## src/design/pnt_pkg.sv

```systemverilog
// package for the perceptron neuron: controller states, command and status structs,
// activation and request codes, saturation and activation table builders; no dependencies
package pnt_pkg;

  localparam int MAX_INPUTS = 8;
  localparam int DEF_INPUTS = 8;
  localparam int DEF_FRAC_BITS = 12;
  localparam int DEF_ACT_TABLE_DEPTH = 256;
  localparam int LEAKY_NUM = 41;
  localparam int LEAKY_SHIFT = 12;
  localparam int BIAS_INDEX = 8;

  localparam logic [2:0] ACT_LINEAR = 3'd0;
  localparam logic [2:0] ACT_SIGMOID = 3'd1;
  localparam logic [2:0] ACT_TANH = 3'd2;
  localparam logic [2:0] ACT_RELU = 3'd3;
  localparam logic [2:0] ACT_LEAKY = 3'd4;
  localparam logic [2:0] ACT_STEP = 3'd6;

  localparam logic [2:0] REQ_INFER = 3'd0;
  localparam logic [2:0] REQ_INFER_BIAS = 3'd1;
  localparam logic [2:0] REQ_TRAIN = 3'd2;
  localparam logic [2:0] REQ_WRITE = 3'd3;
  localparam logic [2:0] REQ_READ = 3'd4;

  localparam logic [2:0] ACT_MODE_RESET = 3'd1;
  localparam logic [15:0] LEARNING_RATE_RESET = 16'd655;

  localparam logic REG_ACT_MODE = 1'b0;
  localparam logic REG_LEARNING_RATE = 1'b1;

  typedef enum logic [2:0] {
    S_IDLE,
    S_MAC,
    S_ACT,
    S_ERR,
    S_UPD,
    S_BIAS,
    S_RW,
    S_DONE
  } state_t;

  typedef struct packed {
    logic load;
    logic mac;
    logic act;
    logic err;
    logic upd;
    logic bias;
    logic rw;
    logic out_load;
  } cmd_t;

  typedef struct packed {
    logic last;
    logic ok;
  } stat_t;

  function automatic logic signed [15:0] sat16(input logic signed [63:0] v);
    logic signed [15:0] r;
    if (v > 64'sd32767) begin
      r = 16'sh7fff;
    end else if (v < -64'sd32768) begin
      r = 16'sh8000;
    end else begin
      r = v[15:0];
    end
    return r;
  endfunction

  // shift-subtract quotient for table building, both operands nonnegative
  function automatic longint cdiv(input longint n, input longint d);
    longint q;
    longint r;
    q = 0;
    r = 0;
    for (int b = 62; b >= 0; b--) begin
      r = (r << 1) | ((n >>> b) & 1);
      q = q << 1;
      if (r >= d) begin
        r = r - d;
        q = q | 1;
      end
    end
    return q;
  endfunction

  // e^(-f/65536) in q30, series expansion
  function automatic longint exp_frac(input longint f);
    longint sum;
    longint term;
    sum = longint'(1) << 30;
    term = longint'(1) << 30;
    for (int k = 1; k <= 18; k++) begin
      term = cdiv((term * f) >>> 16, longint'(k));
      if (k % 2 == 1) begin
        sum = sum - term;
      end else begin
        sum = sum + term;
      end
    end
    return sum;
  endfunction

  function automatic longint exp_neg(input longint t);
    longint r;
    longint e1;
    longint n;
    r = exp_frac(t & 64'hffff);
    e1 = exp_frac(65536);
    n = t >>> 16;
    while (n > 0) begin
      r = (r * e1) >>> 30;
      n = n - 1;
    end
    return r;
  endfunction

  function automatic longint tab_point(input int i, input int depth);
    return -8 * 65536 + cdiv(longint'(2 * i + 1) * 8 * 65536, longint'(depth));
  endfunction

  function automatic logic signed [15:0] sig_entry(input int i, input int depth, input int frac);
    longint x;
    longint a;
    longint e;
    longint s;
    x = tab_point(i, depth);
    a = (x < 0) ? -x : x;
    e = exp_neg(a);
    s = cdiv(longint'(1) << 60, (longint'(1) << 30) + e);
    if (x < 0) begin
      s = (longint'(1) << 30) - s;
    end
    s = (s + (longint'(1) << (29 - frac))) >>> (30 - frac);
    return sat16(64'(s));
  endfunction

  function automatic logic signed [15:0] tanh_entry(input int i, input int depth,
                                                    input int frac);
    longint x;
    longint a;
    longint e2;
    longint t;
    x = tab_point(i, depth);
    a = (x < 0) ? -x : x;
    e2 = exp_neg(2 * a);
    t = cdiv(((longint'(1) << 30) - e2) << 30, (longint'(1) << 30) + e2);
    t = (t + (longint'(1) << (29 - frac))) >>> (30 - frac);
    if (x < 0) begin
      t = -t;
    end
    return sat16(64'(t));
  endfunction

endpackage

```

## src/design/pnt_ctrl.sv

```systemverilog
// controller state machine of the perceptron neuron
// uses pnt_pkg for states and command/status structs
module pnt_ctrl import pnt_pkg::*; (
  input  logic       clk,
  input  logic       rst,
  input  logic       in_valid,
  output logic       in_ready,
  input  logic [2:0] req_type,
  output logic       out_valid,
  input  logic       out_ready,
  output cmd_t       cmd,
  input  stat_t      stat
);

  state_t state;
  state_t state_next;
  logic [2:0] req;
  logic out_valid_next;

  always_ff @(posedge clk) begin
    if (rst) begin
      state <= S_IDLE;
      out_valid <= 1'b0;
    end else begin
      state <= state_next;
      out_valid <= out_valid_next;
    end
  end

  always_ff @(posedge clk) begin
    if (cmd.load) begin
      req <= req_type;
    end
  end

  always_comb begin
    state_next = state;
    cmd = '0;
    in_ready = 1'b0;
    case (state)
      S_IDLE: begin
        in_ready = 1'b1;
        if (in_valid) begin
          cmd.load = 1'b1;
          if (req_type inside {REQ_INFER, REQ_INFER_BIAS, REQ_TRAIN}) begin
            state_next = S_MAC;
          end else begin
            state_next = S_RW;
          end
        end
      end
      S_MAC: begin
        cmd.mac = 1'b1;
        if (stat.last) state_next = S_ACT;
      end
      S_ACT: begin
        cmd.act = 1'b1;
        state_next = (req == REQ_TRAIN) ? S_ERR : S_DONE;
      end
      S_ERR: begin
        // invalid mode leaves the weights alone
        if (stat.ok) begin
          cmd.err = 1'b1;
          state_next = S_UPD;
        end else begin
          state_next = S_DONE;
        end
      end
      S_UPD: begin
        cmd.upd = 1'b1;
        if (stat.last) state_next = S_BIAS;
      end
      S_BIAS: begin
        cmd.bias = 1'b1;
        state_next = S_DONE;
      end
      S_RW: begin
        cmd.rw = 1'b1;
        state_next = S_DONE;
      end
      S_DONE: begin
        if (!out_valid || out_ready) begin
          cmd.out_load = 1'b1;
          state_next = S_IDLE;
        end
      end
      default: state_next = S_IDLE;
    endcase
  end

  assign out_valid_next = cmd.out_load | (out_valid & ~out_ready);

endmodule

```

## config.mk

```make
export PLATFORM = sky130hd
export DESIGN_NAME = pnt_ctrl
export DESIGN_NICKNAME = d
export VERILOG_FILES = /design/src/design/pnt_pkg.sv /design/src/design/pnt_ctrl.sv
export SDC_FILE = /design/constraint.sdc
export NUM_CORES = 1
export LEC_CHECK = 0
export BUFFER_PORTS_ARGS = -buffer_cell sky130_fd_sc_hd__buf_2
export CAP_MARGIN = 20
export CORE_AREA = 3 3 40 42
export DETAILED_ROUTE_END_ITERATION = 8
export DIE_AREA = 0 0 43 45
export HOLD_SLACK_MARGIN = 0.08
export PLACE_DENSITY_LB_ADDON = 0.15
export SYNTH_ARGS = -nofsm -noshare
export SYNTH_HDL_FRONTEND = slang
export SYNTH_SLANG_ARGS = --single-unit
```

## constraint.sdc

```tcl
create_clock -name clk -period 1.8 [get_ports clk]
set_input_delay 0.09 -clock clk [delete_from_list [all_inputs] [get_ports clk]]
set_output_delay 0.09 -clock clk [all_outputs]
set_load 0.01 [all_outputs]
```

**After elaboration in Yosys (flattened, before gate mapping)**

Cells that the tools add are included.

- Input bits: 9
- Word-level logic and storage cells: 47
- Flip-flop bits (word level): 7

- Bitwise logic cells: 3
- Equal/unequal tests: 14
- Reductions and logical operators: 7
- Multiplexer cells: 20

Operator list:

| cell | count |
|---|---|
| 3-bit case mux with 7 select lines | 1 |
| 3-bit two-way mux | 6 |
| 3-bit by 2-bit equality test with 1-bit output, second input constant | 4 |
| 3-bit equality test, second input constant | 4 |
| 1-bit two-way mux | 12 |
| 2-bit != test, second input constant | 4 |
| 3-bit by 1-bit equality test with 1-bit output, second input constant | 2 |
| 3-bit logical NOT | 2 |
| 4-bit AND reduction | 1 |
| 3-bit nonzero test | 1 |
| 2-bit two-way mux | 1 |
| 2-bit OR reduction | 1 |
| 1-bit AND | 1 |
| 1-bit logical NOT | 1 |
| 1-bit logical OR | 1 |
| 1-bit NOT | 1 |
| 1-bit bitwise OR | 1 |

**Depth between registers and ports, before layout**

Gate-level depths: netlist of the first run.

- Word-level depth: 5
- Depth in mapped cells: 5
- Mapped depth without buffers: 4

**Worst setup path before layout of the first run**

Ideal clock, no wire load.

- Path type: reg2reg
- From: reg state[2]
- To: reg req[0], enable pin
- Data required time: 1.480 ns
- Arrival: 1.082 ns
- Buffers on the path: 1
- Setup slack: 0.398 ns
- Stages on the path, launching flop included: 5
- Cells stage by stage: dfxtp_1 or2_1 buf_4 nor2_4 and2_1

RTL lines:

| element | line | source |
|---|---|---|
| start, declared | pnt_ctrl.sv:15 | `state_t state;` |
| start signal, assigned | pnt_ctrl.sv:25 | `state <= state_next;` |
| end signal, assigned | pnt_ctrl.sv:32 | `req <= req_type;` |
| end, declared | pnt_ctrl.sv:17 | `logic [2:0] req;` |

==> results of run 1 <==
how the worst max path moves through the flow:
| stage | cells after the start | end | slack (ns) |
|---|---|---|---|
| global placement | 3 | req[1] | 0.41 |
| detailed placement | 4 | state[0] | 0.39 |
| finish | 4 | cmd[7] | 0.22 |
| global route | 4 | cmd[7] | 0.1 |
| floorplan | 4 | req[0] | 0.40 |
| CTS | 4 | cmd[7] | 0.19 |
tightest hold or removal path: cells and delay by family:
kind | cells | cell delay, ns
compound gates | 1 | 0.08
buf+inv | 1 | 0.07
simple gates | 1 | 0.15
synthesized netlist by cell type (2+ instances only):
cell	instances
nand3_1	3
o211ai_1	2
inv_2	2
dfxtp_1	4
buf_4	2
nand2b_1	2
edfxtp_1	3
nor2_1	5
a21oi_1	2
o21ai_0	2
power breakdown:
| group | internal, mW | total (mW) | switching, mW |
|---|---|---|---|
| logic | 0.197 | 0.445 | 0.248 |
| clock network | 0.0844 | 0.140 | 0.0551 |
| registers | 0.221 | 0.286 | 0.0642 |
cell families (layout without fill, tap and decap cells):
group,Yosys count,count (layout),synth area share
buffers and inverters,5,30,0.0625
AO/OA/AOI/OAI,13,13,0.235
AND/OR/NAND/NOR,18,18,0.271
multiplexers,1,1,0.0268
flip-flops,7,7,0.405
final cells by class:
| cell class | count | area, um^2 |
|---|---|---|
| timing repair buffer | 23 | 138 |
| multi-input combinational | 32 | 224 |
| clock buffer | 4 | 26.3 |
| fill | 132 | 697 |
| tap | 15 | 18.8 |
| inverter | 3 | 11.3 |
| sequential | 7 | 170 |
flip-flops by register name, summed over array words and instances, names as in the netlist:
| name | cells |
|---|---|
| req | 3 |
| state | 3 |
| out_valid | 1 |
cells in the final DEF (no fill, tap or decap), types with 3 or more instances in the layout:
cell and n:
clkbuf_4 3, dfxtp_1 4, edfxtp_1 3, nor2_1 5, buf_2 18, nand3_1 3
dlygate4sd3_1 4
per-layer routing:
metal	vias up	GRT usage	routed length (um)
met5	-	0	0
li1	215	-	-
met2	12	0.195	442
met4	0	0.0542	11
met3	2	0.0239	50
met1	193	0.141	453
through the flow:
| step | hold WS [ns] | worst slack [ns] |
|---|---|---|
| 5_1_grt | 0.219 | 0.0967 |
| 4_1_cts | 0.191 | 0.194 |
| 3_3_place_gp | 0.282 | 0.411 |
| 2_1_floorplan | 0.159 | 0.398 |
| 6_report | 0.192 | 0.218 |
| 3_5_place_dp | 0.285 | 0.394 |
timing repair:
item	in CTS	in global routing
hold endpoints to repair	5	0
hold buffers	4	0
buffers inserted	0	0
setup endpoints to repair	0	0
==> results_dict.tcl, run 1 <==
set metrics [dict create \
    yosysTopAreaCell "edfxtp_1" \
    synth_area_leaders "edfxtp_1, dfxtp_1, nor2_1" \
    clockRootBuffer "clkbuf_4" \
    ys.flop_type "dfxtp_1" \
    finalPower_mw 0.870 \
    crit_chain "or2_1, nor2_4, and2_1, buf_2" \
    drtPass1Iterations 2 \
    fin_skew_ns 0.00551 \
    globalRoute.totalOverflow 0 \
    post_cts_resized 0 \
    hp-class "input port to flop" \
    cp-start-kind "flop" \
    cts_inserted_buffers 3 \
    ys_seq_elements 7 \
    crit_slowest_cell "dfxtp_1" \
    finalSetupViolations 0 \
    path_clk_slew_ns 0.05 \
    cts_tree "yes" \
    io_buffer_count 18 \
    synth.avg_cell_area_um2 9.55 \
    hold_end "out_valid" \
    htreeDepth 1 \
    hold-path-cell-count 3 \
    die-area_um2 1940 \
    io_pins 19 \
    cellLeakagePower_nw 0.269 \
    stdcell_count 84 \
    drt-initial-drc-count 6 \
    rsz0062_at_grt "no" \
    slew_headroom 0.801 \
    fin_area_um2 588 \
    core_um2 1280 \
    synth_edf_count 3 \
    place_inst 76 \
    dp_hpwl_um 751 \
    maxSlewViolCount 0 \
    peakVddDrop_uv 615 \
    status "finished, final reports clean" \
    vias 422 \
    final_core_util 0.458 \
    grtUsageTotal 0.115 \
    crit_family "simple AND/OR/NAND/NOR gates" \
    max_cap_viol_count 0 \
    clockBufferDepth 2 \
    drt_wl_total_um 957 \
    worstMarginPinSlew_ns 0.298 \
    vias_per_cell 5.02 \
    area_delta_synth_final_pct 39.9 \
    antenna_found_initial 0 \
    drc 0 \
    drtAntennaViolNets 0 \
    async_flop_share 0 \
    period_share 0.879 \
    syn_area_um2 420 \
    endpoint_kind "output port" \
    ff2ff_path_depth 4 \
    placed_area_um2 522 \
    gp_congestion 0.835 \
    reg2reg_slack_ns 0.40 \
    worst-path-max-fanout 9 \
    final.min_clock_period_ns 1.58 \
    grt_pass1_wl_um 1680 \
    diodes 0 \
    max_stage_delay_ns 0.37 \
    finalSetupTns_ns 0 \
    wire_per_inst_um 11.4 \
    cts_sinks 7 \
    clkLatencyLatePin_ns 0.25 \
    ys_warn_count 0 \
    rows 13 \
    initial_utilization 0.327 \
    critPathKind "flop to output port" \
    startpoint "state[2]" \
    worst-path-buf-inv 1 \
    die_h_um 45 \
    ys_seq_area_frac 0.405 \
    hold_viol_final 0 \
    crit_required_ns 1.71 \
    fmax_ghz 0.632 \
    hold_path_startpoint "out_ready" \
    layout.nets 79 \
    yosysUniqueCellTypes 27 \
    arrival_ns 1.49 \
    power_per_cell_area_nw_per_um2 1480 \
    syn_nets 53 \
    grt_pass1_vias 409 \
    yosysTopAreaCellShare 0.214 \
    synthCells 44 \
    r2r-end "state[0]" \
    drive_gt1_frac 0.391 \
    grt_max_degree 10 \
    fp.dieW_um 43 \
    reg2reg_from "state[2]" \
]
(Power assumes the default switching activity.)
==> run 2, diff against run 1 <==
Settings changed: ABC_AREA from default to 1, CORE_AREA 3 3 40 42 to 2 2 39 41, DIE_AREA 0 0 43 45 to 0 0 41 43, SKIP_CTS_REPAIR_TIMING from default to 1.
==> run 2 against run 1 <==
  * Combinational power about the same
  * Clock-buffer cell count is the same
  * Synthesized cell count is 52% higher
  * Clock power grew 6%
  * Sequential share of layout area is 1.3 points lower
  * Total power about the same
  * Clock skew is 0.0047 ns higher
  * Global-route usage grew 2.2 points
  * Critical path type unchanged
==> results_dict.tcl, run 2 <==
set metrics [dict create \
    status "finished, final reports clean" \
    power_per_cell_area_nw_per_um2 1410 \
    ys_seq_elements 7 \
    grt_max_degree 8 \
    drc 0 \
    dp_slack_ns 0.504 \
    fin_skew_ns 0.0102 \
    cts_inserted_buffers 3 \
    slew_headroom 0.803 \
    worst-path-max-fanout 7 \
    syn_nets 76 \
    final_cell_mix "buf_2, nand2_1, inv_1, nor2_1" \
    drt-initial-drc-count 14 \
    largest_registers "req (3), state (3), out_valid (1)" \
    worstMarginPinSlew_ns 0.295 \
    final_common_cell "buf_2" \
    globalRoute.totalOverflow 0 \
    final.min_clock_period_ns 1.53 \
    hold_viol_final 0 \
    yosysTopAreaCell "edfxtp_1" \
    ys.flop_type "dfxtp_1" \
    path_clk_slew_ns 0.06 \
    htreeDepth 1 \
    diodes 0 \
    fillCellCount 157 \
    grtUsageTotal 0.137 \
    initial_utilization 0.325 \
    drive_gt1_frac 0.337 \
    finalSetupViolations 0 \
    cellLeakagePower_nw 0.352 \
    die_h_um 43 \
    synthCells 67 \
    max_cap_viol_count 0 \
    stdcell_count 108 \
    critPathKind "flop to output port" \
    clockRootBuffer "clkbuf_4" \
    grt_pass1_vias 386 \
    wire_per_inst_um 9.44 \
    die-area_um2 1760 \
    fp.dieW_um 41 \
    drtPass1Iterations 4 \
    synth_edf_count 3 \
    yosysTopAreaCellShare 0.201 \
    async_flop_share 0 \
    gp_congestion 0.792 \
    peakVddDrop_uv 586 \
    crit_required_ns 1.71 \
    endpoint_kind "output port" \
    core_um2 1380 \
    synth.avg_cell_area_um2 6.70 \
    hp-class "input port to flop" \
    arrival_ns 1.44 \
    cts_tree "yes" \
    vias_per_cell 4.36 \
    syn_area_um2 449 \
    grt_pass1_wl_um 1590 \
    worst_slack_ns 0.272 \
    io_buffer_count 18 \
    maxSlewViolCount 0 \
    fmax_ghz 0.654 \
    period_share 0.849 \
    yosysMostFrequentCell "nand2_1" \
    drtAntennaViolNets 0 \
    drt_wl_total_um 1020 \
    clkLatencyLatePin_ns 0.26 \
    place_inst 101 \
    finalSetupTns_ns 0 \
    yosysUniqueCellTypes 17 \
    synth_area_leaders "edfxtp_1, dfxtp_1, nand2_1" \
    antenna_found_initial 0 \
    cp-start-kind "flop" \
    clockBufferDepth 2 \
    ys_seq_area_frac 0.379 \
    ys_warn_count 0 \
    area_delta_synth_final_pct 37.0 \
    io_pins 19 \
    reg2reg_slack_ns 0.48 \
    layout.nets 102 \
    cts_sinks 7 \
    rows 14 \
    rsz0062_at_grt "no" \
    ys_top_cells_by_count "nand2_1, inv_1, nor2_1" \
    vias 471 \
    dp_hpwl_um 826 \
]
## run 2: changes by cell type in the layout (fill, tap and decap cells not counted), sizes merged, moves of 2 or more
cell	change
nand2	+17
inv	+11
nor2	+10
nand2b	-2
nand3	+2
o211ai	-2
o21a	+2
## run 2: layer usage
metal | part of all wire | track usage | vias to the layer above
met2 | 0.50 | 0.206 | 16
li1 | - | - | 253
met4 | 0.019 | 0.107 | 0
met3 | 0.076 | 0.0524 | 2
met5 | 0 | 0 | -
met1 | 0.40 | 0.143 | 200
## run 2: power by group
| part | internal [mW] | switching (mW) | leakage (nW) |
|---|---|---|---|
| Clock | 0.0851 | 0.0644 | 0.0150 |
| Sequential | 0.217 | 0.0575 | 0.0610 |
| Combinational | 0.170 | 0.275 | 0.276 |
## run 2: cell families after synthesis
family	Yosys count	share of synthesized area
AOI/OAI and AO/OA	6	0.0836
buffers and inverters	14	0.117
DFF	7	0.379
and+or+nand+nor	40	0.421
## run 2: final timing paths
path / endpoint / cells after the start / start
worst max register to register: req[0] / 3 / state[0]
worst min-delay path: state[0] / 4 / rst
worst min register to register: out_valid / 3 / out_valid
worst max-delay path: cmd[7] / 4 / state[0]
## run 2: cell type report
type / instances / area, um^2 / area share
clock buffer: 4 / 26.3 / 0.0427
inverter: 14 / 52.6 / 0.0854
tap: 16 / 20.0 / 0.0325
sequential: 7 / 170 / 0.276
multi-input combinational: 46 / 226 / 0.368
timing repair buffer: 21 / 120 / 0.195
## run 2: through the flow
step | util | power (mW) | instance area [um^2] | hold WS [ns]
detailed placement | 0.404 | 0.720 | 559 | 0.287
global placement | 0.404 | 0.720 | 559 | 0.284
finish | 0.445 | 0.870 | 616 | 0.121
global route | 0.445 | 0.949 | 616 | 0.134
floorplan | - | 0.593 | 449 | 0.189
CTS | 0.423 | 0.871 | 586 | 0.0215
## run 2: critical path, cell delays in order (launching register included)
cell and delay, ns:
dfxtp_1 0.38, nor2_2 0.22, nand2_1 0.12, nor2_1 0.26
buf_2 0.19
==> run 3, diff against run 2 <==
Settings changed: ABC_AREA 1 to 0.
Clock period 1.8 ns to 1.25 ns, I/O delays scaled along.
==> run 3 against run 2 <==
  * The run now ends with setup timing left
  * Register-to-register slack lost 0.51 ns
  * Die area is the same
  * Clock-buffer cell count is the same
  * Flip-flop and latch count is the same
  * Routed wire length grew 5.7%
  * Global-route usage shrank 1.3 points
  * Worst hold slack gained 0.057 ns
  * Utilization grew 6.1 points
  * Via count shrank 1.9%
  * Critical path depth is the same
  * Worst setup slack lost 0.31 ns
  * Critical path type unchanged
  * Highest routed layer unchanged
==> results_dict.tcl, run 3 (same netlist as run 1, synthesis figures left out) <==
set metrics [dict create \
    fp.dieW_um 41 \
    finalSetupViolations 5 \
    worst-path-max-fanout 4 \
    largest_registers "req (3), state (3), out_valid (1)" \
    worst_slack_ns -0.0422 \
    cellLeakagePower_nw 0.324 \
    critPathKind "flop to output port" \
    cp-start-kind "flop" \
    die_h_um 43 \
    fin_skew_ns 0.00392 \
    violations "setup timing" \
    layout.nets 87 \
    worstMarginPinSlew_ns 0.211 \
    dp_slack_ns -0.00480 \
    die-area_um2 1760 \
    grtUsageTotal 0.123 \
    slew_headroom 0.858 \
    crit_required_ns 1.19 \
    clockRootBuffer "clkbuf_4" \
    hp-class "input port to flop" \
    rows 14 \
    period_share 1.03 \
    final.min_clock_period_ns 1.29 \
    drt-initial-drc-count 8 \
    max_cap_viol_count 0 \
    endpoint_kind "output port" \
    arrival_ns 1.23 \
    clkLatencyLatePin_ns 0.25 \
    core_um2 1380 \
    drtPass1Iterations 4 \
    drt_wl_total_um 1080 \
    htreeDepth 1 \
    globalRoute.totalOverflow 0 \
    io_buffer_count 18 \
    peakVddDrop_uv 1290 \
    clockBufferDepth 2 \
    final_core_util 0.506 \
    final_cell_mix "buf_2, buf_4, dlygate4sd3_1" \
    finalSetupTns_ns -0.145 \
    grt_pass1_vias 368 \
    rsz0062_at_grt "yes" \
    hold_viol_final 0 \
    area_delta_synth_final_pct 66.7 \
    drive_gt1_frac 0.610 \
    final_common_cell "buf_2" \
    io_pins 19 \
    vias_per_cell 4.97 \
    antenna_found_initial 0 \
    multi_input_area_um2 256 \
    gp_congestion 0.860 \
    cts_sinks 7 \
    fillCellCount 136 \
    path_clk_slew_ns 0.05 \
    grt_max_degree 9 \
    dp_hpwl_um 759 \
    regArea_um2 179 \
    initial_utilization 0.304 \
    status "finished, violations left" \
    wire_per_inst_um 11.6 \
    vias 462 \
    power_per_cell_area_nw_per_um2 2350 \
    maxSlewViolCount 0 \
    finalPower_mw 1.65 \
    drc 0 \
    fmax_ghz 0.774 \
    drtAntennaViolNets 0 \
    cts_tree "yes" \
    cts_inserted_buffers 3 \
    grt_pass1_wl_um 1470 \
    diodes 0 \
]
run 3: cell count changes in the layout (fill, tap and decap cells not counted), sizes merged, moves of 2 or more:
cell / delta
buf: +9
inv: -11
nand2: -17
nand2b: +2
nand3: -2
nor2: -10
o211ai: +2
o21a: -2
run 3: cell type report:
class                           instances  share of cell area
Inverter                                3              0.0161
Sequential cell                         7               0.255
Multi-Input combinational cell         32               0.366
Timing Repair Buffer                   31               0.296
Tap cell                               16              0.0286
Clock buffer                            4              0.0375
run 3: per-layer routing:
metal	up-vias	wire length (um)	track usage	part of all wire
met3	2	72	0.0314	0.067
met2	17	540	0.178	0.50
met4	0	5	0.0600	0.0046
li1	231	-	-	-
met1	212	460	0.165	0.43
met5	-	0	0	0
run 3: worst paths after layout:
path	from	endpoint	slack (ns)	cells past startpoint
worst max register to register	state[2]	req[2]	-0.03	4
worst min register to register	out_valid	out_valid	0.58	2
worst min-delay path	stat[0]	state[1]	0.18	4
worst max-delay path	state[2]	cmd[7]	-0.04	4
run 3: through the flow:
stage	area, um^2	std cells	hold WS, ns
finish	701	93	0.178
global route	701	93	0.208
CTS	592	86	-0.000258
detailed placement	566	82	0.258
global placement	566	82	0.255
floorplan	429	44	0.132
run 3: critical path, cell delays in order, from the launching register on:
cell	delay, ns
dfxtp_4	0.34
or2_4	0.27
nor2_4	0.12
and2_4	0.16
buf_6	0.09
run 3: power breakdown:
part           switching [mW]  internal (mW)  total (mW)  leakage [nW]
logic                   0.489          0.556        1.04         0.247
clock network          0.0826          0.122       0.204        0.0150
registers              0.0593          0.341       0.401        0.0626
